$ cat src/lspe_pkg.sv
// Shared types and constants for the LSB stego payload extractor.
// No dependencies; imported by lspe_decoder and lsb_stego_payload_extractor.
package lspe_pkg;

    localparam int MAGIC_MAX_BYTES_DEF = 8;
    localparam logic [15:0] HDR_OFFSET_RST = 16'd54;
    localparam logic [3:0]  MAGIC_LEN_RST  = 4'd2;

    localparam int CNT_W = 32;
    localparam int LEN_W = 32;
    localparam int POS_W = 5;

    typedef enum logic [1:0] {
        CFG_HDR_OFFSET = 2'd0,
        CFG_MAGIC_LEN  = 2'd1,
        CFG_MAGIC_WORD = 2'd2
    } t_cfg_idx;

    typedef enum logic [2:0] {
        PH_HEADER  = 3'd0,
        PH_MAGIC   = 3'd1,
        PH_EXTLEN  = 3'd2,
        PH_EXT     = 3'd3,
        PH_PAYLEN  = 3'd4,
        PH_PAYLOAD = 3'd5,
        PH_DONE    = 3'd6
    } t_phase;

    typedef enum logic [1:0] {
        KIND_EXT       = 2'd0,
        KIND_PAYLOAD   = 2'd1,
        KIND_MAGIC_ERR = 2'd2,
        KIND_EMPTY     = 2'd3
    } t_kind;

    typedef struct packed {
        logic [15:0] hdr_offset;
        logic [3:0]  magic_len;
    } t_cfg;

endpackage

$ cat src/lspe_decoder.sv
// Field decoder: walks header, magic, lengths, extension and payload one beat
// per cycle unless a held result stalls it, and holds the result register. Depends on lspe_pkg.
module lspe_decoder import lspe_pkg::*; #(
    parameter int MAGIC_MAX_BYTES = MAGIC_MAX_BYTES_DEF
) (
    input  logic                         i_clk,
    input  logic                         i_rst_n,
    input  t_cfg                         i_cfg,
    input  logic [8*MAGIC_MAX_BYTES-1:0] i_magic_word,
    input  logic                         i_valid,
    output logic                         o_ready,
    input  logic                         i_start,
    input  logic                         i_bit,
    output logic                         o_out_valid,
    input  logic                         i_out_ready,
    output t_kind                        o_kind,
    output logic [7:0]                   o_value,
    output logic                         o_last
);

    localparam int IDX_W = (MAGIC_MAX_BYTES > 1) ? $clog2(MAGIC_MAX_BYTES) : 1;
    localparam logic [3:0] MLEN_MAX = 4'(MAGIC_MAX_BYTES);

    t_phase            r_phase, n_phase;
    logic [CNT_W-1:0]  r_cnt, n_cnt;
    logic [POS_W-1:0]  r_pos, n_pos;
    logic [LEN_W-1:0]  r_acc, n_acc;
    logic [LEN_W-1:0]  r_len, n_len;
    logic              r_ok, n_ok;
    logic              r_out_valid;
    t_kind             r_kind;
    logic [7:0]        r_value;
    logic              r_last;

    logic              step;
    logic              res_valid;
    t_kind             res_kind;
    logic [7:0]        res_value;
    logic              res_last;
    logic [3:0]        mle;
    logic [7:0]        magic_bytes [MAGIC_MAX_BYTES];

    assign o_ready = !r_out_valid || i_out_ready;
    assign step    = i_valid && o_ready;
    assign mle     = (i_cfg.magic_len > MLEN_MAX) ? MLEN_MAX : i_cfg.magic_len;

    always_comb begin
        for (int k = 0; k < MAGIC_MAX_BYTES; k++) begin
            magic_bytes[k] = i_magic_word[8*k +: 8];
        end
    end

    always_comb begin
        logic             go;
        logic [7:0]       ch;
        logic [IDX_W-1:0] idx;
        n_phase   = r_phase;
        n_cnt     = r_cnt;
        n_pos     = r_pos;
        n_acc     = r_acc;
        n_len     = r_len;
        n_ok      = r_ok;
        res_valid = 1'b0;
        res_kind  = KIND_EXT;
        res_value = 8'd0;
        res_last  = 1'b0;
        go        = 1'b0;
        ch        = 8'd0;
        idx       = '0;
        if (step) begin
            go = 1'b1;
            if (i_start) begin
                n_phase = PH_HEADER;
                n_cnt   = '0;
                n_pos   = '0;
                n_acc   = '0;
                n_ok    = 1'b1;
            end
            if (n_phase == PH_HEADER) begin
                if (n_cnt < {16'd0, i_cfg.hdr_offset}) begin
                    n_cnt = n_cnt + 1'b1;
                    go    = 1'b0;
                end else begin
                    n_phase = PH_MAGIC;
                    n_cnt   = '0;
                    n_pos   = '0;
                    n_acc   = '0;
                end
            end
            // magic already complete (zero or lowered length)
            if (go && n_phase == PH_MAGIC && n_cnt >= {28'd0, mle}) begin
                n_cnt = '0;
                n_pos = '0;
                n_acc = '0;
                if (!n_ok) begin
                    n_phase   = PH_DONE;
                    res_valid = 1'b1;
                    res_kind  = KIND_MAGIC_ERR;
                    go        = 1'b0;
                end else begin
                    n_phase = PH_EXTLEN;
                    // lowered length: this beat carries no bit
                    if (mle != 4'd0) go = 1'b0;
                end
            end
            if (n_phase == PH_DONE) go = 1'b0;
            if (go) begin
                n_acc = n_acc | ({{(LEN_W-1){1'b0}}, i_bit} << n_pos);
                if (n_phase == PH_EXTLEN || n_phase == PH_PAYLEN) begin
                    if (n_pos != 5'd31) begin
                        n_pos = n_pos + 1'b1;
                    end else begin
                        n_len = n_acc;
                        n_cnt = '0;
                        n_pos = '0;
                        n_acc = '0;
                        if (n_phase == PH_EXTLEN) begin
                            n_phase = (n_len != '0) ? PH_EXT : PH_PAYLEN;
                        end else if (n_len == '0) begin
                            n_phase   = PH_DONE;
                            res_valid = 1'b1;
                            res_kind  = KIND_EMPTY;
                        end else begin
                            n_phase = PH_PAYLOAD;
                        end
                    end
                end else if (n_pos != 5'd7) begin
                    n_pos = n_pos + 1'b1;
                end else begin
                    ch    = n_acc[7:0];
                    idx   = n_cnt[IDX_W-1:0];
                    n_pos = '0;
                    n_acc = '0;
                    n_cnt = n_cnt + 1'b1;
                    case (n_phase)
                        PH_MAGIC: begin
                            if (ch != magic_bytes[idx]) n_ok = 1'b0;
                            if (n_cnt >= {28'd0, mle}) begin
                                n_cnt = '0;
                                if (!n_ok) begin
                                    n_phase   = PH_DONE;
                                    res_valid = 1'b1;
                                    res_kind  = KIND_MAGIC_ERR;
                                end else begin
                                    n_phase = PH_EXTLEN;
                                end
                            end
                        end
                        PH_EXT: begin
                            res_valid = 1'b1;
                            res_kind  = KIND_EXT;
                            res_value = ch;
                            if (n_cnt >= n_len) begin
                                n_phase = PH_PAYLEN;
                                n_cnt   = '0;
                            end
                        end
                        default: begin
                            res_valid = 1'b1;
                            res_kind  = KIND_PAYLOAD;
                            res_value = ch;
                            if (n_cnt >= n_len) begin
                                n_phase  = PH_DONE;
                                n_cnt    = '0;
                                res_last = 1'b1;
                            end
                        end
                    endcase
                end
            end
        end
    end

    always_ff @(posedge i_clk) begin
        if (!i_rst_n) begin
            r_phase     <= PH_HEADER;
            r_cnt       <= '0;
            r_pos       <= '0;
            r_acc       <= '0;
            r_len       <= '0;
            r_ok        <= 1'b1;
            r_out_valid <= 1'b0;
        end else begin
            r_phase <= n_phase;
            r_cnt   <= n_cnt;
            r_pos   <= n_pos;
            r_acc   <= n_acc;
            r_len   <= n_len;
            r_ok    <= n_ok;
            if (o_ready) r_out_valid <= res_valid;
        end
    end

    always_ff @(posedge i_clk) begin
        if (step && res_valid) begin
            r_kind  <= res_kind;
            r_value <= res_value;
            r_last  <= res_last;
        end
    end

    assign o_out_valid = r_out_valid;
    assign o_kind      = r_kind;
    assign o_value     = r_value;
    assign o_last      = r_last;

    a_err_clean: assert property (@(posedge i_clk) disable iff (!i_rst_n)
        r_out_valid && (r_kind == KIND_MAGIC_ERR || r_kind == KIND_EMPTY)
        |-> !r_last && r_value == 8'd0)
        else $error("error or end marker carries data");

    a_stop_after_end: assert property (@(posedge i_clk) disable iff (!i_rst_n)
        step && res_valid && (res_kind == KIND_MAGIC_ERR || res_last)
        |=> r_phase == PH_DONE)
        else $error("decode did not stop after terminal result");

    a_byte_pos: assert property (@(posedge i_clk) disable iff (!i_rst_n)
        (r_phase == PH_MAGIC || r_phase == PH_EXT || r_phase == PH_PAYLOAD)
        |-> r_pos <= 5'd7)
        else $error("bit position past byte in byte field");

    a_done_silent: assert property (@(posedge i_clk) disable iff (!i_rst_n)
        step && !i_start && r_phase == PH_DONE |-> !res_valid)
        else $error("result after end of decode");

endmodule

$ cat src/lsb_stego_payload_extractor.sv
// Top level of the LSB stego payload extractor: config registers, input beat
// register and the field decoder. Depends on lspe_pkg and lspe_decoder.
//
//  channel  | dir | handshake                    | content
//  ---------+-----+------------------------------+-------------------------------
//  s_axis   | in  | s_axis_tvalid/s_axis_tready  | tdata: image_byte, tuser: image_start
//  m_axis   | out | m_axis_tvalid/m_axis_tready  | tdata: result_value, tuser: kind,
//           |     |                              | tlast: last_byte
//  cfg      | in  | i_cfg_valid/o_cfg_ready      | i_cfg_index, i_cfg_data
//
// One image byte per cycle sustained while m_axis_tready is high. The per-byte
// decode step is a single pass through the decoder between the input register
// and the result register. Synchronous active-low reset returns to a fresh
// image with default config. m_axis_tready low holds the result; the input
// register takes one more beat only if it is empty, then s_axis_tready drops.
module lsb_stego_payload_extractor import lspe_pkg::*; #(
    parameter int MAGIC_MAX_BYTES = MAGIC_MAX_BYTES_DEF
) (
    input  logic        i_clk,
    input  logic        i_rst_n,
    input  logic        s_axis_tvalid,
    output logic        s_axis_tready,
    input  logic [7:0]  s_axis_tdata,   // [7:0] image_byte
    input  logic        s_axis_tuser,   // [0] image_start
    output logic        m_axis_tvalid,
    input  logic        m_axis_tready,
    output logic [7:0]  m_axis_tdata,   // [7:0] result_value
    output logic [1:0]  m_axis_tuser,   // [1:0] result_kind
    output logic        m_axis_tlast,
    input  logic        i_cfg_valid,
    output logic        o_cfg_ready,
    input  logic [1:0]  i_cfg_index,
    input  logic [63:0] i_cfg_data
);

    localparam int MW_W = 8 * MAGIC_MAX_BYTES;

    t_cfg            r_cfg;
    logic [MW_W-1:0] r_magic;
    logic            r_in_valid;
    logic            r_in_start;
    logic            r_in_bit;
    logic            dec_ready;
    t_kind           out_kind;

    assign o_cfg_ready = 1'b1;

    always_ff @(posedge i_clk) begin
        if (!i_rst_n) begin
            r_cfg.hdr_offset <= HDR_OFFSET_RST;
            r_cfg.magic_len  <= MAGIC_LEN_RST;
            r_magic          <= '0;
        end else if (i_cfg_valid) begin
            case (t_cfg_idx'(i_cfg_index))
                CFG_HDR_OFFSET: r_cfg.hdr_offset <= i_cfg_data[15:0];
                CFG_MAGIC_LEN:  r_cfg.magic_len  <= i_cfg_data[3:0];
                CFG_MAGIC_WORD: r_magic          <= i_cfg_data[MW_W-1:0];
                default: ;
            endcase
        end
    end

    assign s_axis_tready = !r_in_valid || dec_ready;

    always_ff @(posedge i_clk) begin
        if (!i_rst_n) begin
            r_in_valid <= 1'b0;
        end else if (s_axis_tready) begin
            r_in_valid <= s_axis_tvalid;
        end
    end

    always_ff @(posedge i_clk) begin
        if (s_axis_tvalid && s_axis_tready) begin
            r_in_start <= s_axis_tuser;
            r_in_bit   <= s_axis_tdata[0];
        end
    end

    lspe_decoder #(
        .MAGIC_MAX_BYTES (MAGIC_MAX_BYTES)
    ) u_dec (
        .i_clk        (i_clk),
        .i_rst_n      (i_rst_n),
        .i_cfg        (r_cfg),
        .i_magic_word (r_magic),
        .i_valid      (r_in_valid),
        .o_ready      (dec_ready),
        .i_start      (r_in_start),
        .i_bit        (r_in_bit),
        .o_out_valid  (m_axis_tvalid),
        .i_out_ready  (m_axis_tready),
        .o_kind       (out_kind),
        .o_value      (m_axis_tdata),
        .o_last       (m_axis_tlast)
    );

    assign m_axis_tuser = out_kind;

endmodule

$ cat config.mk
export PLATFORM = sky130hd
export DESIGN_NAME = lsb_stego_payload_extractor
export DESIGN_NICKNAME = d
export VERILOG_FILES = /design/src/lspe_pkg.sv /design/src/lspe_decoder.sv /design/src/lsb_stego_payload_extractor.sv
export SDC_FILE = /design/constraint.sdc
export NUM_CORES = 1
export LEC_CHECK = 0
export BUFFER_PORTS_ARGS = -buffer_cell sky130_fd_sc_hd__buf_2
export CELL_PAD_IN_SITES_DETAIL_PLACEMENT = 0
export CELL_PAD_IN_SITES_GLOBAL_PLACEMENT = 2
export CORE_MARGIN = 2
export CORE_UTILIZATION = 37
export DETAILED_ROUTE_END_ITERATION = 10
export HOLD_SLACK_MARGIN = 0.08
export MAX_ROUTING_LAYER = met4
export PLACE_DENSITY_LB_ADDON = 0.1
export SKIP_LAST_GASP = 1
export SLEW_MARGIN = 10
export SYNTH_ARGS = -nofsm -noshare
export SYNTH_HDL_FRONTEND = slang
export SYNTH_HIERARCHICAL = 1
export SYNTH_SLANG_ARGS = --single-unit
$ cat constraint.sdc
create_clock -name i_clk -period 11.5 [get_ports i_clk]
set_clock_uncertainty 0.05 [all_clocks]
set_input_delay 0.575 -clock i_clk [delete_from_list [all_inputs] [get_ports i_clk]]
set_output_delay 0.575 -clock i_clk [all_outputs]
set_load 0.05 [all_outputs]
Yosys cells after proc, flatten, opt, wreduce, memory -nomap -nowiden

Cells that the tools add are included.

Register bits after elaboration: 204
Latch bits: 0
Memory bits (writable): 0
Bits in read-only memories: 0
Input port bits: 80
Output and inout bits: 14
Logic and storage cells: 163
Memories: 0

Add/sub/neg operators: 3
Multipliers: 0
Div/mod/pow operators: 0
Order comparisons: 6
Eq/ne operators: 11
Shifts and indexed selects: 1
Mux-type cells: 100
Bitwise gates (word level): 5
Reductions and logical operators: 21

Operators with widths:

| cell                                                                  | number |
|---|---|
| 32-bit 2-to-1 mux                                                     | 23 |
| 32-bit by 1-bit adder with 32-bit output, second input constant       | 2 |
| 32-bit by 4-bit >= comparator with 1-bit output                       | 2 |
| 3-bit 2-to-1 mux                                                      | 18 |
| 5-bit 2-to-1 mux                                                      | 9 |
| 1-bit 2-to-1 mux                                                      | 33 |
| 32-bit >= comparator                                                  | 1 |
| 32-bit logical NOT                                                    | 1 |
| 32-bit by 16-bit less-than comparator with 1-bit output               | 1 |
| 32-bit bitwise OR                                                     | 1 |
| 32-bit nonzero test                                                   | 1 |
| 1-bit by 5-bit << shifter with 32-bit output                          | 1 |
| 8-bit binary-select mux with 3-bit select                             | 1 |
| 2-bit 2-to-1 mux                                                      | 11 |
| 8-bit 2-to-1 mux                                                      | 2 |
| 8-bit != test                                                         | 1 |
| 3-bit by 1-bit equality test with 1-bit output, second input constant | 2 |
| 3-bit by 2-bit equality test with 1-bit output, second input constant | 2 |
| 3-bit equality test, second input constant                            | 2 |
| 3-bit case mux with 2 select lines                                    | 1 |
| 2-bit AND reduction                                                   | 3 |
| 6-bit OR reduction                                                    | 1 |
| 5-bit by 1-bit adder with 5-bit output, second input constant         | 1 |
| 1-bit logical AND                                                     | 5 |
| 17 further kinds                                                      | 22 |

Depth between registers and ports, before layout

Depth after elaboration: 32
Mapped depth: 49
Mapped depth without buffers: 43

By module

Netlist, hierarchy kept.

By module, submodules not included:

| module                      | instances | cells each | area an instance (µm²) | seq. area each (µm²) |
|---|---|---|---|---|
| lspe_decoder                | 1         | 1530       | 10933.0                | 2452.4 |
| lsb_stego_payload_extractor | 1         | 358        | 3430.8                 | 1761.7 |

Least setup slack after synthesis

OpenSTA, ideal clock, no wires.

Path kind: flip-flop to flip-flop
From: register r_in_start
To: register u_dec.r_cnt[22]
Setup time: 0.074 ns
Data arrival time: 9.591 ns
Required time: 11.376 ns
Setup slack: 1.784 ns
Cell stages (with the launch flop): 49
Path buffers: 7
Period minus slack after synthesis: 9.716 ns
Cells stage by stage: edfxtp_1 > buf_6 > buf_2 > buf_2 > nor2b_1 > ha_1 > a21oi_1 > a21boi_0 > a2111oi_4 > nand2_1 > o22ai_1 > inv_1 > clkbuf_1 > ha_1 > nand2b_1 > a21o_1 > a21o_1 > a21o_1 > (+13 left out) > nor2_1 > ha_1 > a21o_1 > a21o_1 > a21oi_1 > nor2b_1 > o21ai_0 > nand2b_1 > a21o_1 > a221o_1 > a31oi_1 > nand3_1 > o41ai_4 > and2_1 > buf_4 > buf_6 > nand3_1 > a31oi_1

Word-level cells in the longest chain between the ends: 18
Elaborated cells between the ends (all ways): 54
Classes of those cells: add/sub: 2; order compare: 4; eq/ne: 7; mux: 37; reduce/logical: 4

Ends and longest elaborated chain:

| item                                                                              | line                              | source |
|---|---|---|
| start, declared                                                                   | lsb_stego_payload_extractor.sv:41 | `logic r_in_start;` |
| start signal, assigned                                                            | lsb_stego_payload_extractor.sv:75 | `r_in_start <= s_axis_tuser;` |
| branches (longest 17 deep; another with 32-bit by 1-bit adder with 32-bit output) | n/a                               |  |
| 32-bit 2-to-1 mux (*)                                                             | lspe_decoder.sv:107               | `if (go) begin` |
| end signal, assigned                                                              | lspe_decoder.sv:185               | `r_cnt <= n_cnt;` |
| end, declared                                                                     | lspe_decoder.sv:25                | `logic [CNT_W-1:0] r_cnt, n_cnt;` |

Every way passes the cells marked *. The select of a mux whose other input is x is not followed.
A chain may end at the register's enable or synchronous reset.

Worst setup path in the final report

From: register r_in_start
To: register u_dec.r_cnt[18]

Same word-level chain as after synthesis.

==> results.md <==
- Crit path top cell by count: a21o_1
- Slowest CP cell: a2bb2oi_1
- Compound-cell area share of the yosys netlist: a little over a fifth
- Number of global-route vias before repair: approximately 13000
- HP Start: s_axis_tuser
- Crit path buffers/inverters: 4
- Final Cell Area: around 16000 µm²
- HP Class: input pin to flip-flop
- Initial drt markers: roughly 1100
- Cell taking the most area after synthesis: dfxtp_1
- Core area: 38470 µm²
- Gpl congestion: 0.9314
- Simple-gate portion of the synthesized area: 27.33%
- Max VDD drop: 0.1162 mV
- Req. time, crit path: 11910 ps
- Area Overhead vs Synth: 11.16%
- Post-Route WL: 52.69 mm
- Sinks on Clock Net: 204
- Clk_lat worst skew: approximately 550 ps
- H-Tree Depth: 1
- Synth Area per Inst: 7.608 µm²
- Placed cells: 2395
- Top Ports: 94
- DR pass1 iterations: 7
- DRC viols: 0
- Ys Warns: 6
- Vias: between 10000 and 15000
- CTS tree: built
- DP Wirelength: 38.66 mm
- Post-CTS setup buffers: 0
- Crit path DAT: 11000 ps
- Die height: 201.0 µm
- XOR/XNOR Fraction of Synth Area: 3.171%
- Mapped Nets: 2031
- Cell Count, Final, Fillers Out: 2445
- Grt ovf: 0
- CTS clock-pin slew for the worst setup and hold paths: 60 ps
- Max-cap check violation count: 0
- Critical Path Source: r_in_start
- RR Startpoint: r_in_start
- Starting Density: 37.34%
- TNS Setup: 0 ps
- RSZ-0062 raised after global routing: no
- Power Density: between 100 and 150 nW/µm²
- Leak: 5.911 nW
- Post-synth EDFFs: 13
- Nets: around 2000
- Tcrit/Tclk final: 92.14%
- Least-Margin Pin Slew: roughly 1200 ps
- Main combinational cell family by area after synthesis: simple AND/OR/NAND/NOR gates
- Detail Route Antenna Nets: 0
- FF+latch count, synth: 204
- Dpl cell area: ~15000 µm²
- Multiplexer share of the synthesized area: 6.995%
- Slew headroom: 21.72%
- Share of cells above drive strength 1: 11.12%
- Synth top area share: about a quarter
- Largest net degree at the start of global routing: 95
- Fmax: 94.37 MHz
- Max Transition Viols Final: 0
- Initial antenna violation count: 1
- Root Buffer: clkbuf_16
- Crit path max fanout: 57
- Die Span X: 201.0 µm
- Top area cells in the synthesized netlist: dfxtp_1 (27%), nand2_1 (7.4%), mux2i_1 (6.3%), ha_1 (5.5%), a21oi_1 (5.1%)
- Post-synthesis cell count: 1888
- Full die area: around 40000 µm²
- Post-synth top flop: dfxtp_1
- Worst setup SP type: flip-flop
- Post-synthesis instance area: 14360 µm²
- Synth unique cells: 94
- Routed wire per std cell: 21.55 µm
- Delay of the slowest critical-path stage: 990 ps
- Row count: 72
- IO Port Bufs: between 80 and 90
- Crit. End Element: flip-flop
- Cts repair resizes: 0
- Crit path kind: flip-flop to flip-flop
- Global-route wire length before repair: roughly 81 mm
- Num CTS Buffers: 26
- Post-synthesis sequential area ratio: 29.34%
- Final setup fails: 0
- Synth Area in Adders: under 10%
- Status: complete, no violations
- GRT Total Usage: 26.18%
- Clock Tree Buf Depth: 3
- Hold-fix buffers at CTS: 0
- Via/cell ratio: 5.750
- Top Family by Delay on Critical Path: compound AO/OA/AOI/OAI gates
- Hold Fails Final Rpt: 0
- Async SR Flop Fraction: 0%
- Fin crit period: 10600 ps
==> cells in the mapped netlist, types with 44 or more instances <==
cell,instances
a21oi_1,147
clkbuf_1,78
dfxtp_1,191
ha_1,63
inv_1,81
mux2i_1,91
nand2_1,285
nand3_1,44
nand4_1,45
nor2_1,181
nor3_1,59
o21ai_0,80
==> flip-flops by register name, summed over array words and instances (netlist names), 2 cells and up <==
signal and cells:
u_dec/r_phase 3, u_dec/o_value 8, u_dec/r_acc 32, r_magic 64
u_dec/r_pos 5, u_dec/o_kind 2, u_dec/r_len 32, r_cfg 20
u_dec/r_cnt 32
==> path summary, 6_finish.rpt <==
path                                         to  slack, ps  depth (start not counted)
worst max-delay path            u_dec/r_cnt[18]        900                         42
worst min-delay path                 r_in_start        140                          1
worst max register to register  u_dec/r_cnt[18]        900                         42
worst min register to register      r_magic[24]        400                          2
==> metal layers <==
layer	GRT usage (%)	routed length [µm]	up-vias
met1	38.14	25700	6671
met3	2.744	3031	61
met4	6.270	1165	0
met2	38.63	22800	474
li1	-	-	6853
met5	-	0	-
==> cell type report <==
| type | count | area, µm² |
|---|---|---|
| Timing Repair Buffer | 124 | 724.4 |
| Tap cell | 518 | 648.1 |
| Multi-Input combinational cell | 1466 | 9201 |
| Inverter | 83 | 311.5 |
| Sequential cell | 204 | 4214 |
| Antenna cell | 2 | 5.005 |
| Clock buffer | 36 | 728.2 |
| Fill cell | 4044 | 22500 |
| Clock inverter | 12 | 133.9 |
==> placed cells by master, fill, tap and decap left out, types with 9 or more instances in the layout <==
| cell | count |
|---|---|
| nor4_1 | 33 |
| nor2_1 | 181 |
| and2_1 | 18 |
| ha_1 | 63 |
| dfxtp_1 | 191 |
| o211a_1 | 12 |
| nand2_1 | 285 |
| o31ai_1 | 13 |
| or2_2 | 9 |
| o21ai_0 | 79 |
| and3_1 | 14 |
| a32oi_1 | 24 |
| nor3_1 | 59 |
| mux2i_1 | 91 |
| xor2_1 | 16 |
| clkbuf_16 | 26 |
| nand4_1 | 45 |
| xnor2_1 | 36 |
| buf_2 | 84 |
| nand2b_1 | 17 |
| nand3_1 | 44 |
| nor2b_1 | 28 |
| a21o_1 | 24 |
| edfxtp_1 | 13 |
| a22oi_1 | 12 |
| o211ai_1 | 11 |
| or4_1 | 11 |
| a21oi_1 | 147 |
| buf_4 | 39 |
| a31oi_1 | 20 |
| a211oi_1 | 24 |
| inv_1 | 80 |
==> cell families (layout without fill, tap and decap cells) <==
group | after synthesis | count (layout)
buf+inv | 218 | 255
mux | 99 | 99
flops | 204 | 204
xor+xnor | 52 | 52
fa+ha+maj | 63 | 63
compound gates | 450 | 450
simple gates | 801 | 801
other cells | 1 | 3
==> stage by stage <==
step                      total power [W]  setup slack, ps  util [%]  hold WS (ps)
after floorplan                  0.001116             1784         -         380.9
after global routing             0.002210            143.6     41.51         136.2
after global placement           0.001295             1162     39.25         391.3
after CTS                        0.002133            955.7     41.49         122.9
final                            0.002113            903.6     41.51         144.5
after detailed placement         0.001296            989.8     39.25         395.6
==> power breakdown <==
part	internal, W	switching (W)	leakage, nW	total, W
combinational	0.000172	0.000353	3.85	0.000525
sequential	0.000733	0.0000289	1.65	0.000762
clock	0.000489	0.000338	0.416	0.000826
(Power assumes the default switching activity.)
